===== src/hw/rtl/tgr_pkg.sv =====
package tgr_pkg;

  // Default coordinate width of a touch sample.
  localparam int COORD_BITS_DEF = 12;

  // Width and reset value of the swipe threshold register.
  localparam int          THRESH_W     = 12;
  localparam logic [11:0] THRESH_RESET = 12'd30;

  localparam int KIND_W = 3;

  typedef enum logic [KIND_W-1:0] {
    EV_PRESS   = 3'd0,
    EV_DRAG    = 3'd1,
    EV_RELEASE = 3'd2,
    EV_LEFT    = 3'd3,
    EV_RIGHT   = 3'd4,
    EV_UP      = 3'd5,
    EV_DOWN    = 3'd6
  } event_kind_e;

  // Number of words pushed into the output queue in one cycle.
  typedef struct packed {
    logic [1:0] cnt;
  } oq_push_t;

  // Room left in the output queue once this cycle's pop is counted.
  typedef struct packed {
    logic [1:0] free;
  } oq_stat_t;

endpackage


===== src/hw/rtl/touch_gesture_recognizer_top.sv =====
// Channel   Direction  tdata                          tuser        tlast
// s_axis    in         sample_x, sample_y             touch_down   -
// m_axis    out        event_x, event_y, move_x,      event_kind   final_of_run
//                      move_y
// cfg       in         swipe_threshold (write only)   -            -
//
// A sample is taken into an input register and evaluated in the next cycle, where its
// events are pushed into a two-word output queue once it has room for all. One sample per
// cycle is sustained while each gives one event and the output is ready; a release that
// also gives a swipe waits in the input register until the queue has room for both words,
// as the output passes one word per cycle. Reset clears the gesture state and sets the
// threshold to 30. A stalled output fills the queue and then stalls the input side.
module touch_gesture_recognizer_top
  import tgr_pkg::*;
#(
  parameter int COORD_BITS = COORD_BITS_DEF
) (
  input  logic                                   clk_i,
  input  logic                                   rst_ni,
  input  logic                                   cfg_wr_en_i,
  input  logic [THRESH_W-1:0]                    cfg_wr_data_i,
  input  logic                                   s_axis_tvalid_i,
  output logic                                   s_axis_tready_o,
  // sample_x, sample_y
  input  logic [((2*COORD_BITS+7)/8)*8-1:0]      s_axis_tdata_i,
  // touch_down
  input  logic                                   s_axis_tuser_i,
  output logic                                   m_axis_tvalid_o,
  input  logic                                   m_axis_tready_i,
  // event_x, event_y, move_x, move_y, zero padding
  output logic [((4*COORD_BITS+2+7)/8)*8-1:0]    m_axis_tdata_o,
  // event_kind
  output logic [KIND_W-1:0]                      m_axis_tuser_o,
  // final_of_run
  output logic                                   m_axis_tlast_o
);

  localparam int C      = COORD_BITS;
  localparam int MW     = C + 1;
  localparam int PAY_W  = 4 * C + 2;
  localparam int DOUT_W = ((PAY_W + 7) / 8) * 8;
  localparam int ENT_W  = PAY_W + KIND_W + 1;
  localparam int CMP_W  = (C > THRESH_W) ? C : THRESH_W;

  // Input register.
  logic         in_vld_q;
  logic         in_down_q;
  logic [C-1:0] in_x_q, in_y_q;

  // Gesture state and threshold.
  logic                held_q, held_d;
  logic [C-1:0]        last_x_q, last_x_d, last_y_q, last_y_d;
  logic [C-1:0]        org_x_q, org_x_d, org_y_q, org_y_d;
  logic [THRESH_W-1:0] thr_q;

  logic [MW-1:0]    step_x, step_y, tot_x, tot_y;
  logic [MW-1:0]    neg_x, neg_y;
  logic [C-1:0]     abs_x, abs_y;
  logic             swipe;
  event_kind_e      swipe_kind;
  logic [1:0]       nres;
  logic             fire;
  logic [ENT_W-1:0] ent0, ent1, head;
  oq_push_t         oq_push;
  oq_stat_t         oq_stat;

  assign s_axis_tready_o = !in_vld_q || fire;

  assign step_x = {1'b0, in_x_q} - {1'b0, last_x_q};
  assign step_y = {1'b0, in_y_q} - {1'b0, last_y_q};
  assign tot_x  = {1'b0, last_x_q} - {1'b0, org_x_q};
  assign tot_y  = {1'b0, last_y_q} - {1'b0, org_y_q};
  assign neg_x  = -tot_x;
  assign neg_y  = -tot_y;
  assign abs_x  = tot_x[C] ? neg_x[C-1:0] : tot_x[C-1:0];
  assign abs_y  = tot_y[C] ? neg_y[C-1:0] : tot_y[C-1:0];
  assign swipe  = (CMP_W'(abs_x) > CMP_W'(thr_q)) || (CMP_W'(abs_y) > CMP_W'(thr_q));

  always_comb begin
    // The larger component picks the axis, ties go vertical.
    if (abs_x > abs_y) begin
      swipe_kind = tot_x[C] ? EV_LEFT : EV_RIGHT;
    end else begin
      swipe_kind = ((tot_y != '0) && !tot_y[C]) ? EV_DOWN : EV_UP;
    end
  end

  always_comb begin
    if (in_down_q) begin
      nres = 2'd1;
    end else if (held_q) begin
      nres = swipe ? 2'd2 : 2'd1;
    end else begin
      nres = 2'd0;
    end
  end

  assign fire        = in_vld_q && (nres <= oq_stat.free);
  assign oq_push.cnt = fire ? nres : 2'd0;

  // Queue words: {final_of_run, event_kind, move_y, move_x, event_y, event_x}.
  always_comb begin
    held_d   = held_q;
    last_x_d = last_x_q;
    last_y_d = last_y_q;
    org_x_d  = org_x_q;
    org_y_d  = org_y_q;
    ent0     = {1'b1, EV_RELEASE, {MW{1'b0}}, {MW{1'b0}}, last_y_q, last_x_q};
    ent1     = {1'b1, EV_RELEASE, {MW{1'b0}}, {MW{1'b0}}, last_y_q, last_x_q};
    if (in_down_q) begin
      held_d   = 1'b1;
      last_x_d = in_x_q;
      last_y_d = in_y_q;
      if (!held_q) begin
        org_x_d = in_x_q;
        org_y_d = in_y_q;
        ent0    = {1'b1, EV_PRESS, {MW{1'b0}}, {MW{1'b0}}, in_y_q, in_x_q};
      end else begin
        ent0    = {1'b1, EV_DRAG, step_y, step_x, in_y_q, in_x_q};
      end
    end else begin
      held_d = 1'b0;
      if (swipe) begin
        ent0 = {1'b0, swipe_kind, tot_y, tot_x, last_y_q, last_x_q};
      end
    end
  end

  always_ff @(posedge clk_i or negedge rst_ni) begin
    if (!rst_ni) begin
      in_vld_q <= 1'b0;
      held_q   <= 1'b0;
      last_x_q <= '0;
      last_y_q <= '0;
      org_x_q  <= '0;
      org_y_q  <= '0;
      thr_q    <= THRESH_RESET;
    end else begin
      if (s_axis_tready_o) begin
        in_vld_q <= s_axis_tvalid_i;
      end
      if (fire) begin
        held_q   <= held_d;
        last_x_q <= last_x_d;
        last_y_q <= last_y_d;
        org_x_q  <= org_x_d;
        org_y_q  <= org_y_d;
      end
      if (cfg_wr_en_i) begin
        thr_q <= cfg_wr_data_i;
      end
    end
  end

  always_ff @(posedge clk_i) begin
    if (s_axis_tready_o && s_axis_tvalid_i) begin
      in_down_q <= s_axis_tuser_i;
      in_x_q    <= s_axis_tdata_i[C-1:0];
      in_y_q    <= s_axis_tdata_i[2*C-1:C];
    end
  end

  tgr_outq #(
    .W(ENT_W)
  ) u_outq (
    .clk_i  (clk_i),
    .rst_ni (rst_ni),
    .push_i (oq_push),
    .data0_i(ent0),
    .data1_i(ent1),
    .stat_o (oq_stat),
    .ready_i(m_axis_tready_i),
    .valid_o(m_axis_tvalid_o),
    .data_o (head)
  );

  assign m_axis_tdata_o = DOUT_W'(head[PAY_W-1:0]);
  assign m_axis_tuser_o = head[PAY_W+KIND_W-1:PAY_W];
  assign m_axis_tlast_o = head[ENT_W-1];

  a_swipe_not_last: assert property (@(posedge clk_i) disable iff (!rst_ni)
    m_axis_tvalid_o && (m_axis_tuser_o == EV_LEFT || m_axis_tuser_o == EV_RIGHT ||
      m_axis_tuser_o == EV_UP || m_axis_tuser_o == EV_DOWN) |-> !m_axis_tlast_o)
    else $error("swipe word marked as last of its run");

  a_press_holds: assert property (@(posedge clk_i) disable iff (!rst_ni)
    fire && in_down_q |=> held_q)
    else $error("contact not held after a pressed sample");

  a_lift_clears: assert property (@(posedge clk_i) disable iff (!rst_ni)
    fire && !in_down_q |=> !held_q)
    else $error("contact still held after a lift sample");

  a_pair_needs_room: assert property (@(posedge clk_i) disable iff (!rst_ni)
    oq_push.cnt == 2'd2 |-> oq_stat.free == 2'd2)
    else $error("two events pushed without room for both");

endmodule


===== src/hw/rtl/tgr_outq.sv =====
module tgr_outq
  import tgr_pkg::*;
#(
  parameter int W = 56
) (
  input  logic         clk_i,
  input  logic         rst_ni,
  input  oq_push_t     push_i,
  input  logic [W-1:0] data0_i,
  input  logic [W-1:0] data1_i,
  output oq_stat_t     stat_o,
  input  logic         ready_i,
  output logic         valid_o,
  output logic [W-1:0] data_o
);

  logic [1:0]   cnt_q, cnt_d;
  logic [W-1:0] ent_q [2];
  logic [W-1:0] ent_d [2];
  logic         pop;
  logic [1:0]   base;

  assign valid_o = (cnt_q != 2'd0);
  assign data_o  = ent_q[0];
  assign pop     = valid_o & ready_i;
  assign base    = cnt_q - {1'b0, pop};

  always_comb begin
    ent_d[0] = pop ? ent_q[1] : ent_q[0];
    ent_d[1] = ent_q[1];
    if (push_i.cnt != 2'd0) begin
      if (base == 2'd0) begin
        ent_d[0] = data0_i;
      end else begin
        ent_d[1] = data0_i;
      end
    end
    // Two words only ever arrive when the queue is about to be empty.
    if (push_i.cnt == 2'd2) begin
      ent_d[1] = data1_i;
    end
    cnt_d       = base + push_i.cnt;
    stat_o.free = 2'd2 - base;
  end

  always_ff @(posedge clk_i or negedge rst_ni) begin
    if (!rst_ni) begin
      cnt_q <= 2'd0;
    end else begin
      cnt_q <= cnt_d;
    end
  end

  always_ff @(posedge clk_i) begin
    ent_q[0] <= ent_d[0];
    ent_q[1] <= ent_d[1];
  end

endmodule

===== config.mk =====
export PLATFORM = sky130hd
export DESIGN_NAME = touch_gesture_recognizer_top
export DESIGN_NICKNAME = d
export VERILOG_FILES = /design/src/hw/rtl/tgr_pkg.sv /design/src/hw/rtl/touch_gesture_recognizer_top.sv /design/src/hw/rtl/tgr_outq.sv
export SDC_FILE = /design/constraint.sdc
export NUM_CORES = 1
export LEC_CHECK = 0
export ABC_CLOCK_PERIOD_IN_PS = 7770
export BUFFER_PORTS_ARGS = -buffer_cell sky130_fd_sc_hd__buf_2
export CAP_MARGIN = 20
export CORE_MARGIN = 4
export CORE_UTILIZATION = 25
export DETAILED_ROUTE_END_ITERATION = 10
export HOLD_SLACK_MARGIN = 0.12
export PLACE_DENSITY = 0.43
export SETUP_SLACK_MARGIN = 0.1
export SYNTH_ARGS = -nofsm -noshare
export SYNTH_HDL_FRONTEND = slang
export SYNTH_SLANG_ARGS = --single-unit

===== constraint.sdc =====
create_clock -name clk_i -period 7.77 [get_ports clk_i]
set_input_delay 0.3885 -clock clk_i [delete_from_list [all_inputs] [get_ports clk_i]]
set_output_delay 0.3885 -clock clk_i [all_outputs]
set_load 0.005 [all_outputs]

Word-level counts from Yosys, hierarchy flattened
Memories as Yosys holds them, arrays and structs flattened.
Cells that the tools add are included.
{"block": "totals", "register_bits": 89, "latchBits": 0, "ram_bits": 108, "rom_bits": 0, "input_bits": 42, "out_inout_bits": 62, "word_cells": 59, "memories": 1}
{"memory": "u_outq.ent_q", "words": 2, "word_bits": 54, "read_ports": 2, "rd_clocked_by_memory_dff": 0, "write_ports": 2, "line": "tgr_outq.sv:18", "rtl": "logic [W-1:0] ent_q [2];"}
{"block": "op_classes", "add_sub_neg": 9, "mul": 0, "div": 0, "magnitude_cmp": 4, "n_eq_ne": 1, "n_shift": 0, "n_mux": 18, "n_bitwise": 2, "reduce_logical": 13}
{"cell": "54-bit two-way mux", "n": 6}
{"cell": "108-bit two-way mux", "n": 1}
{"cell": "12-bit by 12-bit subtractor with 13-bit output", "n": 4}
{"cell": "51-bit two-way mux", "n": 1}
{"cell": "12-bit greater-than comparator", "n": 3}
{"cell": "12-bit two-way mux", "n": 2}
{"cell": "12-bit negation", "n": 2}
{"cell": "13-bit nonzero test", "n": 1}
{"cell": "2-bit two-way mux", "n": 5}
{"cell": "3-bit two-way mux", "n": 2}
{"cell": "2-bit nonzero test", "n": 2}
{"cell": "1-bit logical AND", "n": 3}
{"cell": "3-bit AND reduction", "n": 1}
{"cell": "2-bit adder", "n": 1}
{"cell": "2-bit == test, second input constant", "n": 1}
{"cell": "2-bit less-or-equal comparator", "n": 1}
{"cell": "1-bit zero test", "n": 2}
{"cell": "2-bit zero test", "n": 1}
{"cell": "1-bit logical OR", "n": 2}
{"cell": "2-bit AND reduction", "n": 1}
{"cell": "2-bit by 1-bit subtractor with 2-bit output", "n": 1}
{"cell": "2-bit subtractor, first input constant", "n": 1}
{"cell": "1-bit AND", "n": 1}
{"cell": "1-bit two-way mux", "n": 1}
{"cell": "1-bit inverter", "n": 1}

Depth between registers and ports, before layout
Gate-level depths: netlist of the first run.
{"block": "logic_depth", "depth_word": 14, "ltp_mapped": 31, "depth_no_buf": 29}

Cells and area by module
From an unflattened synthesis of the first run, not the netlist that was laid out.
{"block": "hier_totals", "cells_unflattened": 1375, "area_unflattened_um2": 12388.1}
{"module": "touch_gesture_recognizer_top", "n_inst": 1, "cells_per_inst": 771, "area_each_um2": 7168.1, "seq_area_each_um2": 2307.2}
{"module": "tgr_outq", "n_inst": 1, "cells_per_inst": 604, "area_each_um2": 5220.0, "seq_area_each_um2": 2752.6}

Least setup slack after synthesis of the first run
Ideal clock, no wire load.
{"block": "synth_path", "path_type": "reg2reg", "startpoint": "reg last_x_q[0] (netlist name)", "endpoint": "mem u_outq.ent_q[0][54] (netlist name), enable pin", "setup_time_ns": 0.358, "arrival_time_ns": 6.131, "required_ns": 7.412, "setup_slack_ns": 1.281, "path_stages_with_launch": 28, "path_buffers": 2, "synth_period_minus_slack_ns": 6.489, "path_cell_list": "dfrtp_1 -> inv_1 -> ha_1 -> inv_1 -> fa_1 -> a21oi_1 -> nand4b_1 -> a311oi_1 -> nor2_1 -> or4_1 -> o31ai_1 -> xnor2_1 -> ha_1 -> and4_1 -> nand2_1 -> a21oi_1 -> a2111oi_0 -> or3_1 -> nand2_1 -> buf_2 -> and2_1 -> ha_1 -> nor2b_1 -> o21ai_0 -> nand2_1 -> nor3_1 -> clkbuf_1 -> or2_2"}
{"element": "to (decl)", "line": "tgr_outq.sv:18"}

==> results of run 1 <==
==> worst paths after layout <==
path	from	endpoint	slack, ns	depth (start not counted)
max	last_x_q[0]$_DFFE_PN0P_	u_outq.ent_q[0][72]$_DFFE_PP_	0.77	25
min	rst_ni	last_y_q[7]$_DFFE_PN0P_	0.12	2
max reg2reg	last_x_q[0]$_DFFE_PN0P_	u_outq.ent_q[0][72]$_DFFE_PP_	0.77	25
min reg2reg	u_outq.ent_q[0][107]$_SDFFE_PP1P_	u_outq.ent_q[0][107]$_SDFFE_PP1P_	0.45	1
max in group asynchronous	rst_ni	u_outq.cnt_q[1]$_DFF_PN0_	7.02	2
min in group clk_i	cfg_wr_data_i[7]	thr_q[7]$_DFFE_PN0P_	0.16	3
==> worst register-to-register path: cells and delay by family (launching register included) <==
kind,cells,cell delay (ns)
DFF,1,0.39
and+or+nand+nor,12,3.14
buffers and inverters,2,0.14
AOI/OAI and AO/OA,6,1.74
adders and majority gates,4,0.99
xor gates and xnor gates,1,0.21
==> Yosys cell counts, drive strengths merged (17+ instances only) <==
cell type	instances	area, µm²
nand2	175	657
inv	94	353
ha	91	1140
dfxtp	84	1680
nor2	75	282
a21oi	69	345
buf	65	477
dfrtp	60	1500
clkbuf	52	195
edfxtp	49	1470
mux2	46	518
xnor2	39	342
o21ai	37	185
a211oi	36	280
a31oi	32	200
and3	30	188
o211a	26	260
a22o	24	210
nor3	18	90.1
nor2b	17	106
==> metrics by stage <==
stage               cells  area (µm²)
CTS                  1989       13700
global placement     1920       12800
global route         1989       13700
floorplan            1308       12100
detailed placement   1920       12800
finish               1989       13700
==> flip-flops by register name, summed over array words and instances (netlist names) <==
register and count:
last_x_q 12, u_outq.ent_q 108, held_q 1, in_x_q 12, last_y_q 12, thr_q 12, u_outq.cnt_q 2, org_x_q 12
in_vld_q 1, org_y_q 12, in_down_q 1, in_y_q 12
==> metal layers <==
layer	up-vias	track usage, %
met5	-	0
met4	0	3.32
met3	23	3.68
met2	184	21.7
met1	4551	20.7
li1	4678	-
==> what timing repair did <==
| item | in CTS | in global routing |
|---|---|---|
| gates resized for setup | 0 | 0 |
| hold buffers | 37 | 0 |
| setup endpoints to repair | 0 | 0 |
| endpoints found under the hold margin | 37 | 0 |
==> layout make-up <==
cell class	count	area [µm²]	share of cell area, %
Clock buffer	20	472	3.43
Clock inverter	12	109	0.793
Inverter	94	353	2.57
Multi-Input combinational cell	900	6290	45.8
Sequential cell	197	4760	34.7
Tap cell	615	769	5.60
Timing Repair Buffer	151	983	7.16
==> logic make-up (layout without fill, tap and decap cells) <==
group	after synthesis	after routing	share of synthesized area (%)
AND/OR/NAND/NOR	381	381	14.7
other	1	6	0.0312
multiplexers	47	47	4.39
flip-flops	197	197	39.6
adder cells (fa/ha/maj)	95	95	10.1
AO/OA/AOI/OAI	316	316	18.6
buffers and inverters	211	277	8.52
XOR/XNOR	55	55	4.00
==> flow_summary_export.csv, run 1 <==
group,metric,value,unit
logic_synthesis,async_flop_share,32.5,%
sta,finalClockSkew,0.0133,ns
drt,wl_met2,15800,µm
logic_synthesis,synth.cell_area,0.0120,mm²
sta,finalSetupViolations,0,
clock_network,cts-root-buf,"clkbuf_16",
worst_setup_path,cpLargestDelayFamily,"simple AND/OR/NAND/NOR gates",
logic_synthesis,yosysWarnings,0,
worst_setup_path,end_kind,"flop",
clock_network,cts.sinks,197,
flow_run,maxCapViolCount,0,
worst_setup_path,crit_fanout,24,
place,gp_congestion,0.880,
logic_synthesis,postSynthAreaPerCell,9.23,µm²
worst_setup_path,cp_num_buf_inv,2,
grt,grt_pass1_vias,9243,
grt,overflow,0,
grt,grt_pass1_wl,55900,µm
drt,routed.top_layer,"met4",
drt,route.detailed.drc,0,
grt,track_usage,14.4,%
drt,drtIter0Drc,636,
place,dp_slack,0.930,ns
drt,num_vias,9436,
sta,worst_pin_slew,0.948,ns
worst_setup_path,slowest_stage,"or2_2",
final_layout,num-nets-final,1498,
logic_synthesis,synth_ff_type,"dfxtp_1",
worst_setup_path,critPathLaunchType,"flop",
final_layout,areaGrowthSynthToFinish,14.1,%
logic_synthesis,synth_edf_count,49,
clock_network,cts_setup_buffers,0,
final_layout,fillers,5128,
status,status,"finished, final reports clean",
die,die_x,227,µm
drt,viasPerCell,4.74,
final_layout,finish.utilization,28.8,%
die,rows,80,
drt,ant_nets,0,
die,die_area,0.0517,mm²
place,port_buffers,97,
die,start_util,25.3,%
place,hpwl,26300,µm
clock_network,clkLatencyLatePin,0.49,ns
final_layout,diodes,0,
clock_network,cts-buffers-inserted,17,
worst_setup_path,max_stage_delay,0.71,ns
die,core,0.0476,mm²
die,ios,104,
grt,antenna_found_initial,0,
sta,setup_tns,0,ns
logic_synthesis,seq_area_frac_synth,39.6,%
final_layout,final_common_cell,"nand2_1",
sta,slew_headroom,36.8,%
drt,drt-total-wl,36600,µm
drt,dr_wl_met3,1830,µm
logic_synthesis,synthDistinctLibCells,77,
worst_setup_path,required,7.88,ns
clock_network,clock_path_buffers,2,
logic_synthesis,syn_inst,1303,
sta,timing.fmax,143,MHz
sta,slew_viol_final,0,
final_layout,drive_gt1_share,15.9,%
min_path,hold_path_class,"primary input to asynchronous set/reset pin",
sta,rsz0062_at_grt,"false",
worst_setup_path,timing_worst_setup_path_type,"flop to flop",
final_layout,final_cell_mix,"nand2_1, buf_2, inv_1",
worst_setup_path,critPathArrivalTime,7.11,ns
sta,min_period_over_period,90.1,%
logic_synthesis,ys_seq_elements,197,
drt,wl_met1,18500,µm
sta,setup_ws,0.768,ns
drt,drt-wirelength-per-cell,18.4,µm
sta,timing.hold.ws,0.124,ns
clock_network,path_clk_slew,0.07,ns
sta,hold_viol_final,0,
die,die_y,227,µm
sta,fin_crit,7.00,ns
drt,dr.pass1.iters,4,
clock_network,htree_levels,4,
clock_network,cts_tree,"yes",
grt,grt_max_degree,65,
Power of run 1 is not shown: default switching activity piles up to over one toggle a cycle in this logic, so the estimate is an artifact.
==> inputs of run 2 (changes only) <==
--- a/config.mk
+++ b/config.mk
@@ -9,10 +9,10 @@
 export BUFFER_PORTS_ARGS = -buffer_cell sky130_fd_sc_hd__buf_2
 export CAP_MARGIN = 20
 export CORE_MARGIN = 4
-export CORE_UTILIZATION = 25
+export CORE_UTILIZATION = 45
 export DETAILED_ROUTE_END_ITERATION = 10
 export HOLD_SLACK_MARGIN = 0.12
-export PLACE_DENSITY = 0.43
+export PLACE_DENSITY = 0.66
 export SETUP_SLACK_MARGIN = 0.1
 export SYNTH_ARGS = -nofsm -noshare
 export SYNTH_HDL_FRONTEND = slang
==> flow_summary_export.csv, run 2 (same netlist as run 1, synthesis figures left out) <==
group,metric,value,unit
status,status,"finished, final reports clean",
worst_setup_path,reg2reg_depth,28,
sta,setup_tns,0,ns
worst_setup_path,r2r_setup_slack,0.69,ns
drt,ant_nets,0,
clock_network,path_clk_slew,0.08,ns
worst_setup_path,critPathLaunchType,"flop",
drt,route.detailed.drc,0,
flow_run,maxCapViolCount,0,
die,die_y,172,µm
clock_network,cts_tree,"yes",
clock_network,cts_resized,0,
die,die_area,0.0294,mm²
worst_setup_path,end_kind,"flop",
die,start_util,45.9,%
place,port_buffers,97,
final_layout,areaGrowthSynthToFinish,10.5,%
sta,finalClockSkew,0.0182,ns
clock_network,htree_levels,4,
worst_setup_path,slowest_stage,"or4_1",
grt,grt_max_degree,65,
final_layout,fillers,2449,
final_layout,num-nets-final,1485,
worst_setup_path,cp-endpoint,"u_outq.ent_q[0][51]$_DFF_P_",
clock_network,clkLatencyLatePin,0.45,ns
sta,slew_viol_final,0,
sta,min_period_over_period,91.1,%
final_layout,largest_reg_flops,108,
sta,rsz0062_at_grt,"false",
clock_network,cts-buffers-inserted,17,
grt,overflow,0,
min_path,hold_path_class,"primary input to flop",
clock_network,clock_path_buffers,2,
die,die_x,172,µm
die,rows,59,
drt,drt-total-wl,31700,µm
final_layout,drive_gt1_share,15.9,%
drt,drt-wirelength-per-cell,18.7,µm
drt,drtIter0Drc,795,
final_layout,top_register,"u_outq.ent_q",
die,ios,104,
worst_setup_path,timing.rr.start,"last_x_q[0]$_DFFE_PN0P_",
sta,slew_headroom,39.8,%
sta,worst_pin_slew,0.903,ns
drt,viasPerCell,5.72,
clock_network,cts.sinks,197,
worst_setup_path,r2r-end,"u_outq.ent_q[0][51]$_DFF_P_",
grt,grt_pass1_wl,50500,µm
final_layout,final_cell_mix,"nand2_1, buf_2, inv_1",
grt,grt_pass1_vias,9289,
drt,num_vias,9697,
worst_setup_path,critPathArrivalTime,7.41,ns
worst_setup_path,crit_fanout,28,
worst_setup_path,required,8.10,ns
clock_network,cts-root-buf,"clkbuf_16",
worst_setup_path,timing_worst_setup_path_type,"flop to flop",
min_path,min_path_cells,2,
final_layout,diodes,0,
sta,fin_crit,7.08,ns
worst_setup_path,max_stage_delay,0.61,ns
sta,timing.fmax,141,MHz
place,hpwl,22400,µm
final_layout,final_common_cell,"nand2_1",
die,core,0.0262,mm²
grt,antenna_found_initial,0,
sta,finalSetupViolations,0,
place,gp_congestion,0.972,
drt,dr.pass1.iters,5,
sta,hold_viol_final,0,
grt,track_usage,21.8,%
worst_setup_path,startpoint,"last_x_q[0]$_DFFE_PN0P_",
[run 2: layout make-up]
class / instances / area [µm²] / area share, %
Timing Repair Buffer: 138 / 868 / 6.53
Tap cell: 335 / 419 / 3.15
Inverter: 94 / 353 / 2.65
Clock buffer: 17 / 425 / 3.20
Clock inverter: 15 / 185 / 1.39
Sequential cell: 197 / 4760 / 35.8
Multi-Input combinational cell: 900 / 6280 / 47.3
[run 2: worst min path at each step]
stage | from | to | slack (ns)
global placement | u_outq.ent_q[0][107]$_SDFFE_PP1P_ | u_outq.ent_q[0][107]$_SDFFE_PP1P_ | 0.43
global route | s_axis_tvalid_i | in_vld_q$_DFFE_PN0P_ | 0.15
detailed placement | u_outq.ent_q[0][107]$_SDFFE_PP1P_ | u_outq.ent_q[0][107]$_SDFFE_PP1P_ | 0.43
floorplan | rst_ni | held_q$_DFFE_PN0N_ | 0.09
CTS | s_axis_tvalid_i | in_vld_q$_DFFE_PN0P_ | 0.14
finish | s_axis_tvalid_i | in_vld_q$_DFFE_PN0P_ | 0.13
[run 2: metrics by stage]
stage	util (%)	instances	area, µm²	setup WS [ns]	hold slack, ns
detailed placement	47.4	1639	12400	0.868	0.434
finish	50.7	1696	13300	0.691	0.133
CTS	50.7	1696	13300	0.822	0.139
global route	50.7	1696	13300	0.117	0.146
global placement	47.4	1639	12400	1.22	0.429
floorplan	-	1308	12100	1.28	0.0929
[run 2: critical path: cells and delay by family, from the launching register on]
family / cells / cell delay [ns]
and+or+nand+nor: 12 / 2.90
xor gates and xnor gates: 1 / 0.22
adders and majority gates: 4 / 1.00
buffers and inverters: 3 / 0.42
DFF: 1 / 0.39
AOI/OAI and AO/OA: 8 / 2.02
[run 2: timing repair]
action                                 4_1_cts  5_1_grt
endpoints found under the hold margin       25        0
hold buffers                                25        0
buffers inserted                             0        0
[run 2: layer usage]
metal / up-vias / GRT usage [%] / wire length (µm)
met5: - / 0 / 0
met1: 4712 / 32.1 / 15300
met2: 307 / 33.3 / 14000
met3: 43 / 3.36 / 1830
met4: 0 / 6.03 / 510
li1: 4635 / - / -
Power of run 2 is left out for the same reason.
==> inputs of run 3 (changes only) <==
--- a/config.mk
+++ b/config.mk
@@ -10,10 +10,12 @@
 export CAP_MARGIN = 20
 export CORE_MARGIN = 4
 export CORE_UTILIZATION = 45
+export CTS_BUF_LIST = sky130_fd_sc_hd__clkbuf_2
 export DETAILED_ROUTE_END_ITERATION = 10
 export HOLD_SLACK_MARGIN = 0.12
 export PLACE_DENSITY = 0.66
 export SETUP_SLACK_MARGIN = 0.1
+export SKIP_CTS_REPAIR_TIMING = 1
 export SYNTH_ARGS = -nofsm -noshare
 export SYNTH_HDL_FRONTEND = slang
 export SYNTH_SLANG_ARGS = --single-unit
==> flow_summary_export.csv, run 3 (same netlist as run 1, synthesis figures left out) <==
group,metric,value,unit
status,status,"finished, final reports clean",
min_path,hold_path_class,"primary input to asynchronous set/reset pin",
sta,slew_headroom,39.7,%
sta,setup_ws,0.760,ns
drt,viasPerCell,5.62,
worst_setup_path,timing_worst_setup_path_type,"flop to output pin",
worst_setup_path,cp_num_buf_inv,4,
sta,fin_crit,7.01,ns
sta,slew_viol_final,0,
grt,track_usage,21.3,%
worst_setup_path,critPathArrivalTime,6.62,ns
final_layout,final_common_cell,"nand2_1",
clock_network,clkLatencyLatePin,0.82,ns
grt,antenna_found_initial,1,
flow_run,maxCapViolCount,0,
drt,drt-wirelength-per-cell,18.4,µm
final_layout,num-nets-final,1522,
worst_setup_path,critPathLaunchType,"flop",
die,ios,104,
sta,finalSetupViolations,0,
drt,dr.pass1.iters,5,
worst_setup_path,cpLargestDelayFamily,"simple AND/OR/NAND/NOR gates",
worst_setup_path,required,7.38,ns
drt,drtIter0Drc,617,
grt,grt_max_degree,65,
sta,min_period_over_period,90.2,%
place,dp_slack,0.868,ns
die,start_util,45.9,%
clock_network,cts-buffers-inserted,17,
die,die_y,172,µm
place,place_inst,1639,
die,die_area,0.0294,mm²
worst_setup_path,crit_fanout,4,
final_layout,final_cell_mix,"nand2_1, buf_2, inv_1",
place,port_buffers,97,
clock_network,path_clk_slew,0.34,ns
grt,grt_pass1_vias,9098,
sta,finalClockSkew,0.0604,ns
place,hpwl,22400,µm
clock_network,cts_tree,"yes",
drt,drt-total-wl,31800,µm
grt,grt_pass1_wl,49300,µm
die,core,0.0262,mm²
die,die_x,172,µm
sta,timing.fmax,143,MHz
final_layout,fillers,2445,
drt,route.detailed.drc,0,
sta,setup_tns,0,ns
final_layout,largest_reg_flops,108,
grt,overflow,0,
final_layout,areaGrowthSynthToFinish,10.8,%
sta,hold_viol_final,0,
die,rows,59,
sta,rsz0062_at_grt,"false",
worst_setup_path,max_stage_delay,0.51,ns
final_layout,drive_gt1_share,15.5,%
clock_network,cts.sinks,197,
drt,num_vias,9744,
clock_network,cts-root-buf,"clkbuf_2",
worst_setup_path,end_kind,"output pin",
sta,worst_pin_slew,0.905,ns
clock_network,clock_path_buffers,2,
drt,ant_nets,0,
place,gp_congestion,0.972,
final_layout,fin_cells,1734,
worst_setup_path,slowest_stage,"a2111oi_0",
clock_network,htree_levels,4,
final_layout,top_register,"u_outq.ent_q",
## run 3: cell count changes in the layout (fill, tap and decap cells not counted)
cell and delta:
a311oi_1 -1, a311oi_2 +1, clkbuf_16 -17, clkbuf_2 +17
diode_2 +1, dlygate4sd3_1 +37
## run 3: final timing paths
kind                            depth (start not counted)  slack (ns)                           to                       start
worst max-delay path                                   26        0.76              s_axis_tready_o     last_x_q[0]$_DFFE_PN0P_
worst min-delay path                                    3        0.24      last_y_q[6]$_DFFE_PN0P_                      rst_ni
worst max register to register                         29        0.83  u_outq.ent_q[0][51]$_DFF_P_     last_x_q[0]$_DFFE_PN0P_
worst min register to register                          2        0.49   u_outq.ent_q[0][7]$_DFF_P_  u_outq.ent_q[0][7]$_DFF_P_
max in group asynchronous                               3        6.89       org_x_q[9]$_DFFE_PN0P_                      rst_ni
min in group clk_i                                      2        0.24          in_down_q$_DFFE_PP_              s_axis_tuser_i
## run 3: through the flow
stage	area (µm²)	hold WS (ns)	utilization, %
CTS	12700	-0.362	48.5
floorplan	12100	0.0929	-
global route	13300	0.187	50.9
detailed placement	12400	0.434	47.4
finish	13300	0.237	50.9
global placement	12400	0.429	47.4
## run 3: routing by layer
layer	vias to the layer above	share of wire, %	track usage, %
met1	4710	49	31.6
met2	294	44	32.5
met4	0	1.3	5.24
met5	-	0	0
li1	4711	-	-
met3	29	5.9	3.29
## run 3: layout make-up
class                   count  area [µm²]  share of cell area (%)
diodes                      1        2.50                  0.0188
clock buffers              17        85.1                   0.638
clock inverters            15         185                    1.39
inverters                  94         353                    2.65
multi-input cells         900        6290                    47.2
flip-flops and latches    197        4760                    35.7
well taps                 335         419                    3.14
repair buffers            175        1240                    9.29
## run 3: worst register-to-register path, delay by kind of cell (launching register included)
kind,cells,cell delay [ns]
and+or+nand+nor,13,2.89
AOI/OAI and AO/OA,7,1.58
adders and majority gates,4,1.16
DFF,1,0.49
buffers and inverters,3,0.41
xor gates and xnor gates,2,0.35
Power of run 3 is left out for the same reason.
